$ cat src/hw/rtl/bst_pkg.sv
// shared types and constants of the bounded set table
// no dependencies; used by bounded_set_table_top and bst_checker
package bst_pkg;

   // default table depth
   localparam int MAX_ENTRIES_DEFAULT = 16;

   // field widths
   localparam int VALUE_W    = 32;
   localparam int CMD_W      = 2;
   localparam int STATUS_W   = 3;
   localparam int COUNT_W    = 5;
   localparam int CAPACITY_W = 5;

   // capacity after reset
   localparam logic [CAPACITY_W-1:0] CAPACITY_RESET = 5'd16;

   // command codes
   typedef enum logic [CMD_W-1:0] {
      CMD_INSERT = 2'd0,
      CMD_REMOVE = 2'd1,
      CMD_QUERY  = 2'd2
   } cmd_type;

   // result status codes
   typedef enum logic [STATUS_W-1:0] {
      STATUS_OK     = 3'd0,
      STATUS_FULL   = 3'd1,
      STATUS_DUP    = 3'd2,
      STATUS_EMPTY  = 3'd3,
      STATUS_ABSENT = 3'd4
   } status_type;

endpackage

$ cat src/hw/rtl/bounded_set_table_top.sv
// bounded set table: distinct 32-bit values held in one synchronous memory
// depends on bst_pkg
//
// usage
// - request channel (req_valid / req_stall, req_cmd, req_value) takes one
//   command at a time: insert, remove or membership query of a value
// - response channel (rsp_valid / rsp_stall) returns status, found flag
//   and the entry count after the command, one transfer per request
// - csr_write_en / csr_write_data set the capacity; write only while idle
// - every command scans the held entries through the single memory read
//   port, one entry per cycle; the response is registered once the scan
//   has ended, and only then is the next request taken
// - a remove moves the last entry into the freed slot, so the memory is
//   written at most once per command
// - the response sits in an output register: a new request is taken while
//   it waits, and a stalled response holds until rsp_stall falls
// - reset empties the table and sets the capacity to 16; memory contents
//   are not cleared, only slots below the count are ever read
module bounded_set_table_top #(
   parameter int MAX_ENTRIES = bst_pkg::MAX_ENTRIES_DEFAULT
) (
   input  logic                              clock,
   input  logic                              reset,
   input  logic                              req_valid,
   output logic                              req_stall,
   input  logic [bst_pkg::CMD_W-1:0]         req_cmd,
   input  logic signed [bst_pkg::VALUE_W-1:0] req_value,
   output logic                              rsp_valid,
   input  logic                              rsp_stall,
   output logic [bst_pkg::STATUS_W-1:0]      rsp_status,
   output logic                              rsp_found,
   output logic [bst_pkg::COUNT_W-1:0]       rsp_count,
   input  logic                              csr_write_en,
   input  logic [bst_pkg::CAPACITY_W-1:0]    csr_write_data
);

   localparam int AW   = (MAX_ENTRIES > 1) ? $clog2(MAX_ENTRIES) : 1;
   localparam int CW   = $clog2(MAX_ENTRIES + 1);
   localparam int LIMW = (CW > bst_pkg::CAPACITY_W) ? CW : bst_pkg::CAPACITY_W;

   typedef enum logic [2:0] {
      ST_IDLE = 3'b001,
      ST_SCAN = 3'b010,
      ST_DONE = 3'b100
   } state_type;

   state_type                       state_ff, state_in;
   logic [bst_pkg::CAPACITY_W-1:0]  capacity_ff;
   logic [CW-1:0]                   count_ff, count_in;
   logic [bst_pkg::CMD_W-1:0]       cmd_ff;
   logic [bst_pkg::VALUE_W-1:0]     value_ff;
   logic [CW-1:0]                   rd_idx_ff, rd_idx_in;
   logic                            rd_pend_ff, rd_pend_in;
   logic [AW-1:0]                   cmp_idx_ff;
   logic [bst_pkg::VALUE_W-1:0]     rd_data_ff;
   logic [bst_pkg::VALUE_W-1:0]     last_data_ff;
   logic                            hit_ff;
   logic [AW-1:0]                   pos_ff;
   logic                            rsp_valid_ff, rsp_valid_in;
   logic [bst_pkg::STATUS_W-1:0]    rsp_status_ff, rsp_status_in;
   logic                            rsp_found_ff;
   logic [bst_pkg::COUNT_W-1:0]     rsp_count_ff;

   logic [bst_pkg::VALUE_W-1:0]     entry_mem [MAX_ENTRIES];

   logic                            req_fire;
   logic                            done_fire;
   logic                            rd_en;
   logic                            mem_we;
   logic [AW-1:0]                   mem_waddr;
   logic [bst_pkg::VALUE_W-1:0]     mem_wdata;
   logic [LIMW-1:0]                 limit;
   logic                            full;

   assign req_fire  = req_valid && !req_stall;
   assign req_stall = (state_ff != ST_IDLE);
   assign done_fire = (state_ff == ST_DONE) && (!rsp_valid_ff || !rsp_stall);
   assign rd_en     = (state_ff == ST_SCAN) && (rd_idx_ff < count_ff);

   // capacity saturates at the table depth
   assign limit = (LIMW'(capacity_ff) > LIMW'(MAX_ENTRIES)) ? LIMW'(MAX_ENTRIES)
                                                             : LIMW'(capacity_ff);
   assign full  = (LIMW'(count_ff) >= limit);

   // capacity register
   always_ff @(posedge clock) begin
      if (reset) begin
         capacity_ff <= bst_pkg::CAPACITY_RESET;
      end else if (csr_write_en) begin
         capacity_ff <= csr_write_data;
      end
   end

   // entry memory: one write port, one registered read port
   always_ff @(posedge clock) begin
      if (mem_we) begin
         entry_mem[mem_waddr] <= mem_wdata;
      end
   end

   always_ff @(posedge clock) begin
      if (rd_en) begin
         rd_data_ff <= entry_mem[rd_idx_ff[AW-1:0]];
      end
   end

   // sequencer and command outcome
   always_comb begin
      state_in      = state_ff;
      count_in      = count_ff;
      rd_idx_in     = rd_idx_ff;
      rd_pend_in    = rd_en;
      rsp_valid_in  = rsp_valid_ff && rsp_stall;
      rsp_status_in = bst_pkg::STATUS_OK;
      mem_we        = 1'b0;
      mem_waddr     = count_ff[AW-1:0];
      mem_wdata     = value_ff;

      if (rd_en) begin
         rd_idx_in = rd_idx_ff + CW'(1);
      end

      unique case (cmd_ff)
         bst_pkg::CMD_INSERT: begin
            if (full) begin
               rsp_status_in = bst_pkg::STATUS_FULL;
            end else if (hit_ff) begin
               rsp_status_in = bst_pkg::STATUS_DUP;
            end
         end
         bst_pkg::CMD_REMOVE: begin
            if (count_ff == '0) begin
               rsp_status_in = bst_pkg::STATUS_EMPTY;
            end else if (!hit_ff) begin
               rsp_status_in = bst_pkg::STATUS_ABSENT;
            end
            mem_waddr = pos_ff;
            mem_wdata = last_data_ff;
         end
         default: begin
            rsp_status_in = bst_pkg::STATUS_OK;
         end
      endcase

      unique case (state_ff)
         ST_IDLE: begin
            if (req_fire) begin
               rd_idx_in = '0;
               state_in  = ST_SCAN;
            end
         end
         ST_SCAN: begin
            if (rd_idx_ff == count_ff && !rd_pend_ff) begin
               state_in = ST_DONE;
            end
         end
         ST_DONE: begin
            if (done_fire) begin
               rsp_valid_in = 1'b1;
               state_in     = ST_IDLE;
               if (rsp_status_in == bst_pkg::STATUS_OK) begin
                  if (cmd_ff == bst_pkg::CMD_INSERT) begin
                     mem_we   = 1'b1;
                     count_in = count_ff + CW'(1);
                  end else if (cmd_ff == bst_pkg::CMD_REMOVE) begin
                     mem_we   = 1'b1;
                     count_in = count_ff - CW'(1);
                  end
               end
            end
         end
         default: begin
            state_in = ST_IDLE;
         end
      endcase
   end

   // control state
   always_ff @(posedge clock) begin
      if (reset) begin
         state_ff     <= ST_IDLE;
         count_ff     <= '0;
         rd_idx_ff    <= '0;
         rd_pend_ff   <= 1'b0;
         rsp_valid_ff <= 1'b0;
      end else begin
         state_ff     <= state_in;
         count_ff     <= count_in;
         rd_idx_ff    <= rd_idx_in;
         rd_pend_ff   <= rd_pend_in;
         rsp_valid_ff <= rsp_valid_in;
      end
   end

   // request capture and scan results
   always_ff @(posedge clock) begin
      if (req_fire) begin
         cmd_ff   <= req_cmd;
         value_ff <= req_value;
         hit_ff   <= 1'b0;
      end else if (rd_pend_ff) begin
         last_data_ff <= rd_data_ff;
         if (rd_data_ff == value_ff) begin
            hit_ff <= 1'b1;
            pos_ff <= cmp_idx_ff;
         end
      end
      if (rd_en) begin
         cmp_idx_ff <= rd_idx_ff[AW-1:0];
      end
   end

   // response register
   always_ff @(posedge clock) begin
      if (done_fire) begin
         rsp_status_ff <= rsp_status_in;
         rsp_found_ff  <= hit_ff;
         rsp_count_ff  <= bst_pkg::COUNT_W'(count_in);
      end
   end

   assign rsp_valid  = rsp_valid_ff;
   assign rsp_status = rsp_status_ff;
   assign rsp_found  = rsp_found_ff;
   assign rsp_count  = rsp_count_ff;

endmodule

$ cat config.mk
export PLATFORM = sky130hd
export DESIGN_NAME = bounded_set_table_top
export DESIGN_NICKNAME = d
export VERILOG_FILES = /design/src/hw/rtl/bst_pkg.sv /design/src/hw/rtl/bounded_set_table_top.sv
export SDC_FILE = /design/constraint.sdc
export NUM_CORES = 1
export LEC_CHECK = 0
export BUFFER_PORTS_ARGS = -buffer_cell sky130_fd_sc_hd__buf_2
export CAP_MARGIN = 20
export CORE_UTILIZATION = 45
export DETAILED_ROUTE_END_ITERATION = 16
export PLACE_DENSITY = 0.59
export SLEW_MARGIN = 20
export SYNTH_ARGS = -nofsm -noshare
export SYNTH_HDL_FRONTEND = slang
export SYNTH_SLANG_ARGS = --single-unit
$ cat constraint.sdc
create_clock -name clock -period 5.52 [get_ports clock]
set_clock_uncertainty 0.1 [all_clocks]
set_input_delay 0 -clock clock [delete_from_list [all_inputs] [get_ports clock]]
set_output_delay 0 -clock clock [all_outputs]
set_load 0.01 [all_outputs]
Yosys cells after proc, flatten, opt, wreduce, memory -nomap -nowiden:

Memories as Yosys holds them, arrays and structs flattened. A register that Yosys moved wholly into a read port is not among the register bits.
Cells that the tools add are included.

* memories: 1
* input port bits: 44
* output and inout port bits: 11
* bits in writable memories: 512
* logic and storage cells: 79
* flip-flop bits (word level): 104

* bitwise operators: 1
* magnitude comparators: 3
* muxes and demuxes: 29
* add/sub/neg operators: 3
* equality and inequality tests: 10
* reductions and logical operators: 17

Memory list
* entry_mem: words 16, bits a word 32, rd ports 1, clocked after memory_dff 1, write ports 1, RTL line bounded_set_table_top.sv:64 `logic [bst_pkg::VALUE_W-1:0] entry_mem [MAX_ENTRIES];`

Operator list (count)
* $mux W5: 9
* $eq A32 B32 Y1: 1
* $mux W32: 1
* $mux W3: 5
* $add A5 B1 Y5 const B: 2
* $mux W1: 9
* $pmux W3 S3: 1
* $pmux W3 S2: 1
* $reduce_and A3 Y1: 2
* $eq A5 B5 Y1: 1
* $ge A5 B5 Y1: 1
* $gt A5 B5 Y1 const B: 1
* $logic_and A1 B1 Y1: 5
* $logic_not A5 Y1: 1
* $lt A5 B5 Y1: 1
* $sub A5 B1 Y5 const B: 1
* $logic_not A1 Y1: 4
* $mux W2: 2
* $mux W4: 1
* $ne A2 B2 Y1 const B: 2
* $reduce_and A2 Y1: 2
* $eq A3 B1 Y1 const B: 1
* $eq A3 B2 Y1 const B: 1
* $eq A3 B3 Y1 const B: 1
* 7 further kinds: 7

Depth between registers and ports, before layout:

* word-level depth: 11
* depth in mapped cells: 11
* depth with buffers taken out: 8

Least setup slack after synthesis:

Ideal clock, no wire load.

* path type: register to register
* start point: reg count_ff[1]
* end point: mem entry_mem[2][0] (netlist name), enable pin
* library setup time: 0.461 ns
* arrival: 4.282 ns
* required time: 4.959 ns
* path buffers: 1
* clock period less this slack: 4.843 ns
* setup slack: 0.677 ns
* stages on the path, launching flop included: 9
* cells stage by stage: dfxtp_1 inv_1 ha_1 or4b_4 a2111oi_4 inv_2 a211o_1 buf_2 nor3_1

* word-level cells in the longest chain between the ends: 9
* elaborated cells on any way between the ends: 12
* those cells by class: order compare (1); mux (9); reduce/logical (2)

RTL lines
* from (decl): RTL line bounded_set_table_top.sv:49 `logic [CW-1:0] count_ff, count_in;`
* from (signal assigned): RTL line bounded_set_table_top.sv:188 `count_ff <= count_in;`
* $ge A5 B5 Y1 / $logic_not A5 Y1 (equally long branches): RTL line bounded_set_table_top.sv:83, bounded_set_table_top.sv:132
* $mux W2 / $mux W3 (equally long branches): RTL line bounded_set_table_top.sv:125, bounded_set_table_top.sv:132
* $pmux W3 S2: RTL line bounded_set_table_top.sv:123 `unique case (cmd_ff)`
* $logic_not A3 Y1: RTL line bounded_set_table_top.sv:161 `if (rsp_status_in == bst_pkg::STATUS_OK) begin`
* $mux W1: RTL line bounded_set_table_top.sv:161
* $mux W1: RTL line bounded_set_table_top.sv:158 `if (done_fire) begin`
* $mux W1: RTL line bounded_set_table_top.sv:145 `unique case (state_ff)`
* $mux W1: RTL line bounded_set_table_top.sv:96 `if (mem_we) begin`
* $mux W1 (not written as such): RTL line bounded_set_table_top.sv:97 `entry_mem[mem_waddr] <= mem_wdata;`
* to (decl): RTL line bounded_set_table_top.sv:64

Parallel ways exist; a longest one is shown, timed or not.

Final worst setup path:

* start point: reg count_ff[1]
* end point: mem entry_mem[6][20] (netlist name), enable pin

The elaborated chain is that of the path after synthesis.

==> impl_metrics.yaml <==
floorplan:
  core_region_area_um2: 55100
  design.portCount: 55
  dieArea_um2: 56800
  die_h_um: 238
  starting_density_of_the_core_pct: 45.6
  row_count: 86
  dieWidth_um: 238
clock_network:
  cts.reportedPaths.clkPinSlew_ns: 0.06
  ctsHtreeMaxLevel: 3
  clkSinkCount: 648
  cts_repair_resize_count: 0
  clock_tree.root_cell: "sky130_fd_sc_hd__clkbuf_16"
  inserted_clock_buffers: 68
  cts_tree: "built"
  clk-insertion-delay-late_ns: 0.58
  clk_path_buf_depth: 3
routing:
  routed_wire_length_per_instance_um: 24.8
  detailedRoute.firstPassIterationCount: 5
  first_iter_violations: 1010
  routed_via_density: 5.53
  residual_drc: 0
  wl_um: 53800
  final_antenna_net_count: 0
  dr_total_vias: 12000
power_and_ir_drop:
  cellLeakagePower_nw: 9.06
  p_per_area_nw_per_um2: 347
  vdd_drop_max_uv: 203
sta:
  setup_violations: 0
  setup_repair_after_global_routing_missed_its_margin: "no"
  max_freq_ghz: 0.263
  min_period_ns: 3.80
  report.final.slew_viol_count: 0
  setup_total_negative_slack_ns: 0
  relSlewSlack_pct: 32.5
  holdWs_ns: 0.0293
  finalHoldViolations: 0
  fin_crit_sh_pct: 68.9
  worst_pin_slew_ns: 1.01
layout:
  area_delta_synth_final_pct: 16.3
  final_nets: 1427
  filler_cell_count: 4392
  count_of_placed_standard_cells_in_the_final_layout_fillers_left_out: 2169
  drive_gt1_share_pct: 26.2
  mostFrequentLayoutCell: "sky130_fd_sc_hd__edfxtp_1"
  layout.cells.most_common_list: "sky130_fd_sc_hd__edfxtp_1, sky130_fd_sc_hd__mux4_2, sky130_fd_sc_hd__clkbuf_16, sky130_fd_sc_hd__dlygate4sd3_1, sky130_fd_sc_hd__buf_2"
  stdcell_area_um2: 29200
  diodes: 0
  finalCoreUtilization_pct: 53.0
setup_path:
  critPathBufInv: 3
  worst_setup_path_end_kind: "flop"
  required_time_worst_endpoint_ns: 5.63
  worst_path_max_delay_cell: "sky130_fd_sc_hd__a211o_1"
  path_cells: "inv_1, ha_1, or4b_4, a2111oi_4, inv_2, a211o_1, nor3_2, buf_4"
  critical_path_maximum_fanout: 32
  crit_family: "compound AO/OA/AOI/OAI gates"
  worstSetupStartpoint: "count_ff[1]"
  worstPathArrival_ns: 3.92
  worstSetupStartpointType: "flop"
  path_class: "reg -> reg"
  critical_path.reg2reg.startpoint: "count_ff[1]"
  cp_slowest_stage_delay_ns: 0.61
synth:
  synth_sequential_area_ratio_pct: 76.6
  async_flop_share_pct: 0
  netlist-cell-type-count: 47
  syn-num-nets: 1270
  ys.warnings.count: 0
  area_share_of_the_largest_cell_type_after_synthesis_pct: 75.0
  postSynthCellCount: 1213
  synth_top_cell_by_area: "sky130_fd_sc_hd__edfxtp_1"
  synth_area_leaders: "sky130_fd_sc_hd__edfxtp_1, sky130_fd_sc_hd__mux4_2, sky130_fd_sc_hd__dfxtp_1, sky130_fd_sc_hd__mux2_2, sky130_fd_sc_hd__mux2i_1"
  syn_avg_cell_area_um2: 20.7
  ys.flop_type: "sky130_fd_sc_hd__edfxtp_1"
  synth.ff_latch_count: 648
  mappedNetlistArea_um2: 25100
  synth_edf_count: 627
global_route:
  grt_start_max_net_pins: 133
  grt_pass1_wl_um: 80900
  grt.overflow.total: 0
  grt_use_total_pct: 19.7
  grt_pass1_vias: 12500
  antenna_found_initial: 1
place:
  dpl-instance-area_um2: 26400
  routabilityCongestion: 0.782
  placedCellCount: 1986
  io_buffers: 54
  place.detailed.hpwl_um: 31100
run_status:
  status: "complete, no violations"
job:
  max-cap-violations: 0
min_path:
  hold_class: "in -> reg"
  start_point_of_the_worst_hold_path: "req_value[15]"
[layer usage]
layer / vias up / part of all wire (%) / track usage [%]
met1: 6337 / 44 / 27.2
met5: - / 0 / 0
met3: 71 / 5.0 / 3.96
met4: 0 / 1.7 / 4.43
li1: 5288 / - / -
met2: 306 / 49 / 32.3
[sequential cells by signal (all words and copies together), names as in the netlist]
register      cells
rd_data_ff       32
last_data_ff     32
rsp_count         5
capacity_ff       5
hit_ff            1
cmd_ff            2
state_ff          3
cmp_idx_ff        4
rsp_status        3
pos_ff            4
count_ff          5
value_ff         32
rd_idx_ff         5
entry_mem       512
rsp_valid         1
rd_pend_ff        1
rsp_found         1
[per-stage QoR]
step	total power [mW]	worst slack, ns
floorplan	5.67	0.677
global placement	5.78	1.91
detailed placement	5.79	1.76
CTS	10.2	1.74
global route	10.5	1.56
finish	10.1	1.72
[synthesized netlist by cell type (2+ instances only)]
library cell	instances
sky130_fd_sc_hd__a31oi_1	9
sky130_fd_sc_hd__nand3_1	4
sky130_fd_sc_hd__mux2_2	35
sky130_fd_sc_hd__xnor2_1	37
sky130_fd_sc_hd__mux2i_1	36
sky130_fd_sc_hd__nor2b_1	37
sky130_fd_sc_hd__buf_2	15
sky130_fd_sc_hd__nand2b_1	3
sky130_fd_sc_hd__dfxtp_1	21
sky130_fd_sc_hd__mux4_2	128
sky130_fd_sc_hd__nor2_1	21
sky130_fd_sc_hd__inv_1	17
sky130_fd_sc_hd__buf_1	8
sky130_fd_sc_hd__edfxtp_1	627
sky130_fd_sc_hd__or3_1	2
sky130_fd_sc_hd__clkbuf_1	35
sky130_fd_sc_hd__nand2_1	21
sky130_fd_sc_hd__a21o_1	2
sky130_fd_sc_hd__a211oi_1	37
sky130_fd_sc_hd__nor3_1	26
sky130_fd_sc_hd__o21ai_0	6
sky130_fd_sc_hd__xor2_1	2
sky130_fd_sc_hd__nor4_1	3
sky130_fd_sc_hd__nand4_1	9
sky130_fd_sc_hd__ha_1	13
sky130_fd_sc_hd__a21oi_1	38
[worst register-to-register path: stages, from the launching register on]
cell	delay [ns]
sky130_fd_sc_hd__dfxtp_1	0.37
sky130_fd_sc_hd__inv_1	0.23
sky130_fd_sc_hd__ha_1	0.25
sky130_fd_sc_hd__or4b_4	0.51
sky130_fd_sc_hd__a2111oi_4	0.42
sky130_fd_sc_hd__inv_2	0.07
sky130_fd_sc_hd__a211o_1	0.61
sky130_fd_sc_hd__nor3_2	0.31
sky130_fd_sc_hd__buf_4	0.52
[worst paths after layout]
path	cells after the start	slack, ns	end
worst max-delay path	8	1.72	entry_mem[6][20]
worst min-delay path	2	0.03	value_ff[15]
worst max register to register	8	1.72	entry_mem[6][20]
worst min register to register	0	0.32	pos_ff[2]
[power by group]
part / internal [mW] / switching (mW)
Clock: 2.64 / 1.80
Combinational: 0.0838 / 0.166
Sequential: 5.44 / 0.0194
Total: 8.16 / 1.98
[area by class of cell]
class / instances / area (µm²) / area share (%)
clock buffer: 90 / 1890 / 6.47
clock inverter: 31 / 267 / 0.912
inverter: 18 / 67.6 / 0.231
multi-input combinational: 488 / 5640 / 19.3
sequential: 648 / 19300 / 65.9
tap: 748 / 936 / 3.20
timing repair buffer: 146 / 1150 / 3.94
[repair_timing]
action / 4_1_cts / 5_1_grt
endpoints found under the hold margin: 55 / 0
hold buffers: 61 / 0
setup buffers: 0 / 0
[logic make-up after synthesis]
group           count (synthesis)  synth area share [%]
mux                           200                  14.5
xor+xnor                       39                  1.36
buf+inv                        77                  1.26
simple gates                  133                  2.81
flops                         648                  76.6
fa+ha+maj                      13                 0.648
compound gates                103                  2.74
Note: power is estimated with default switching activity, not from simulation.
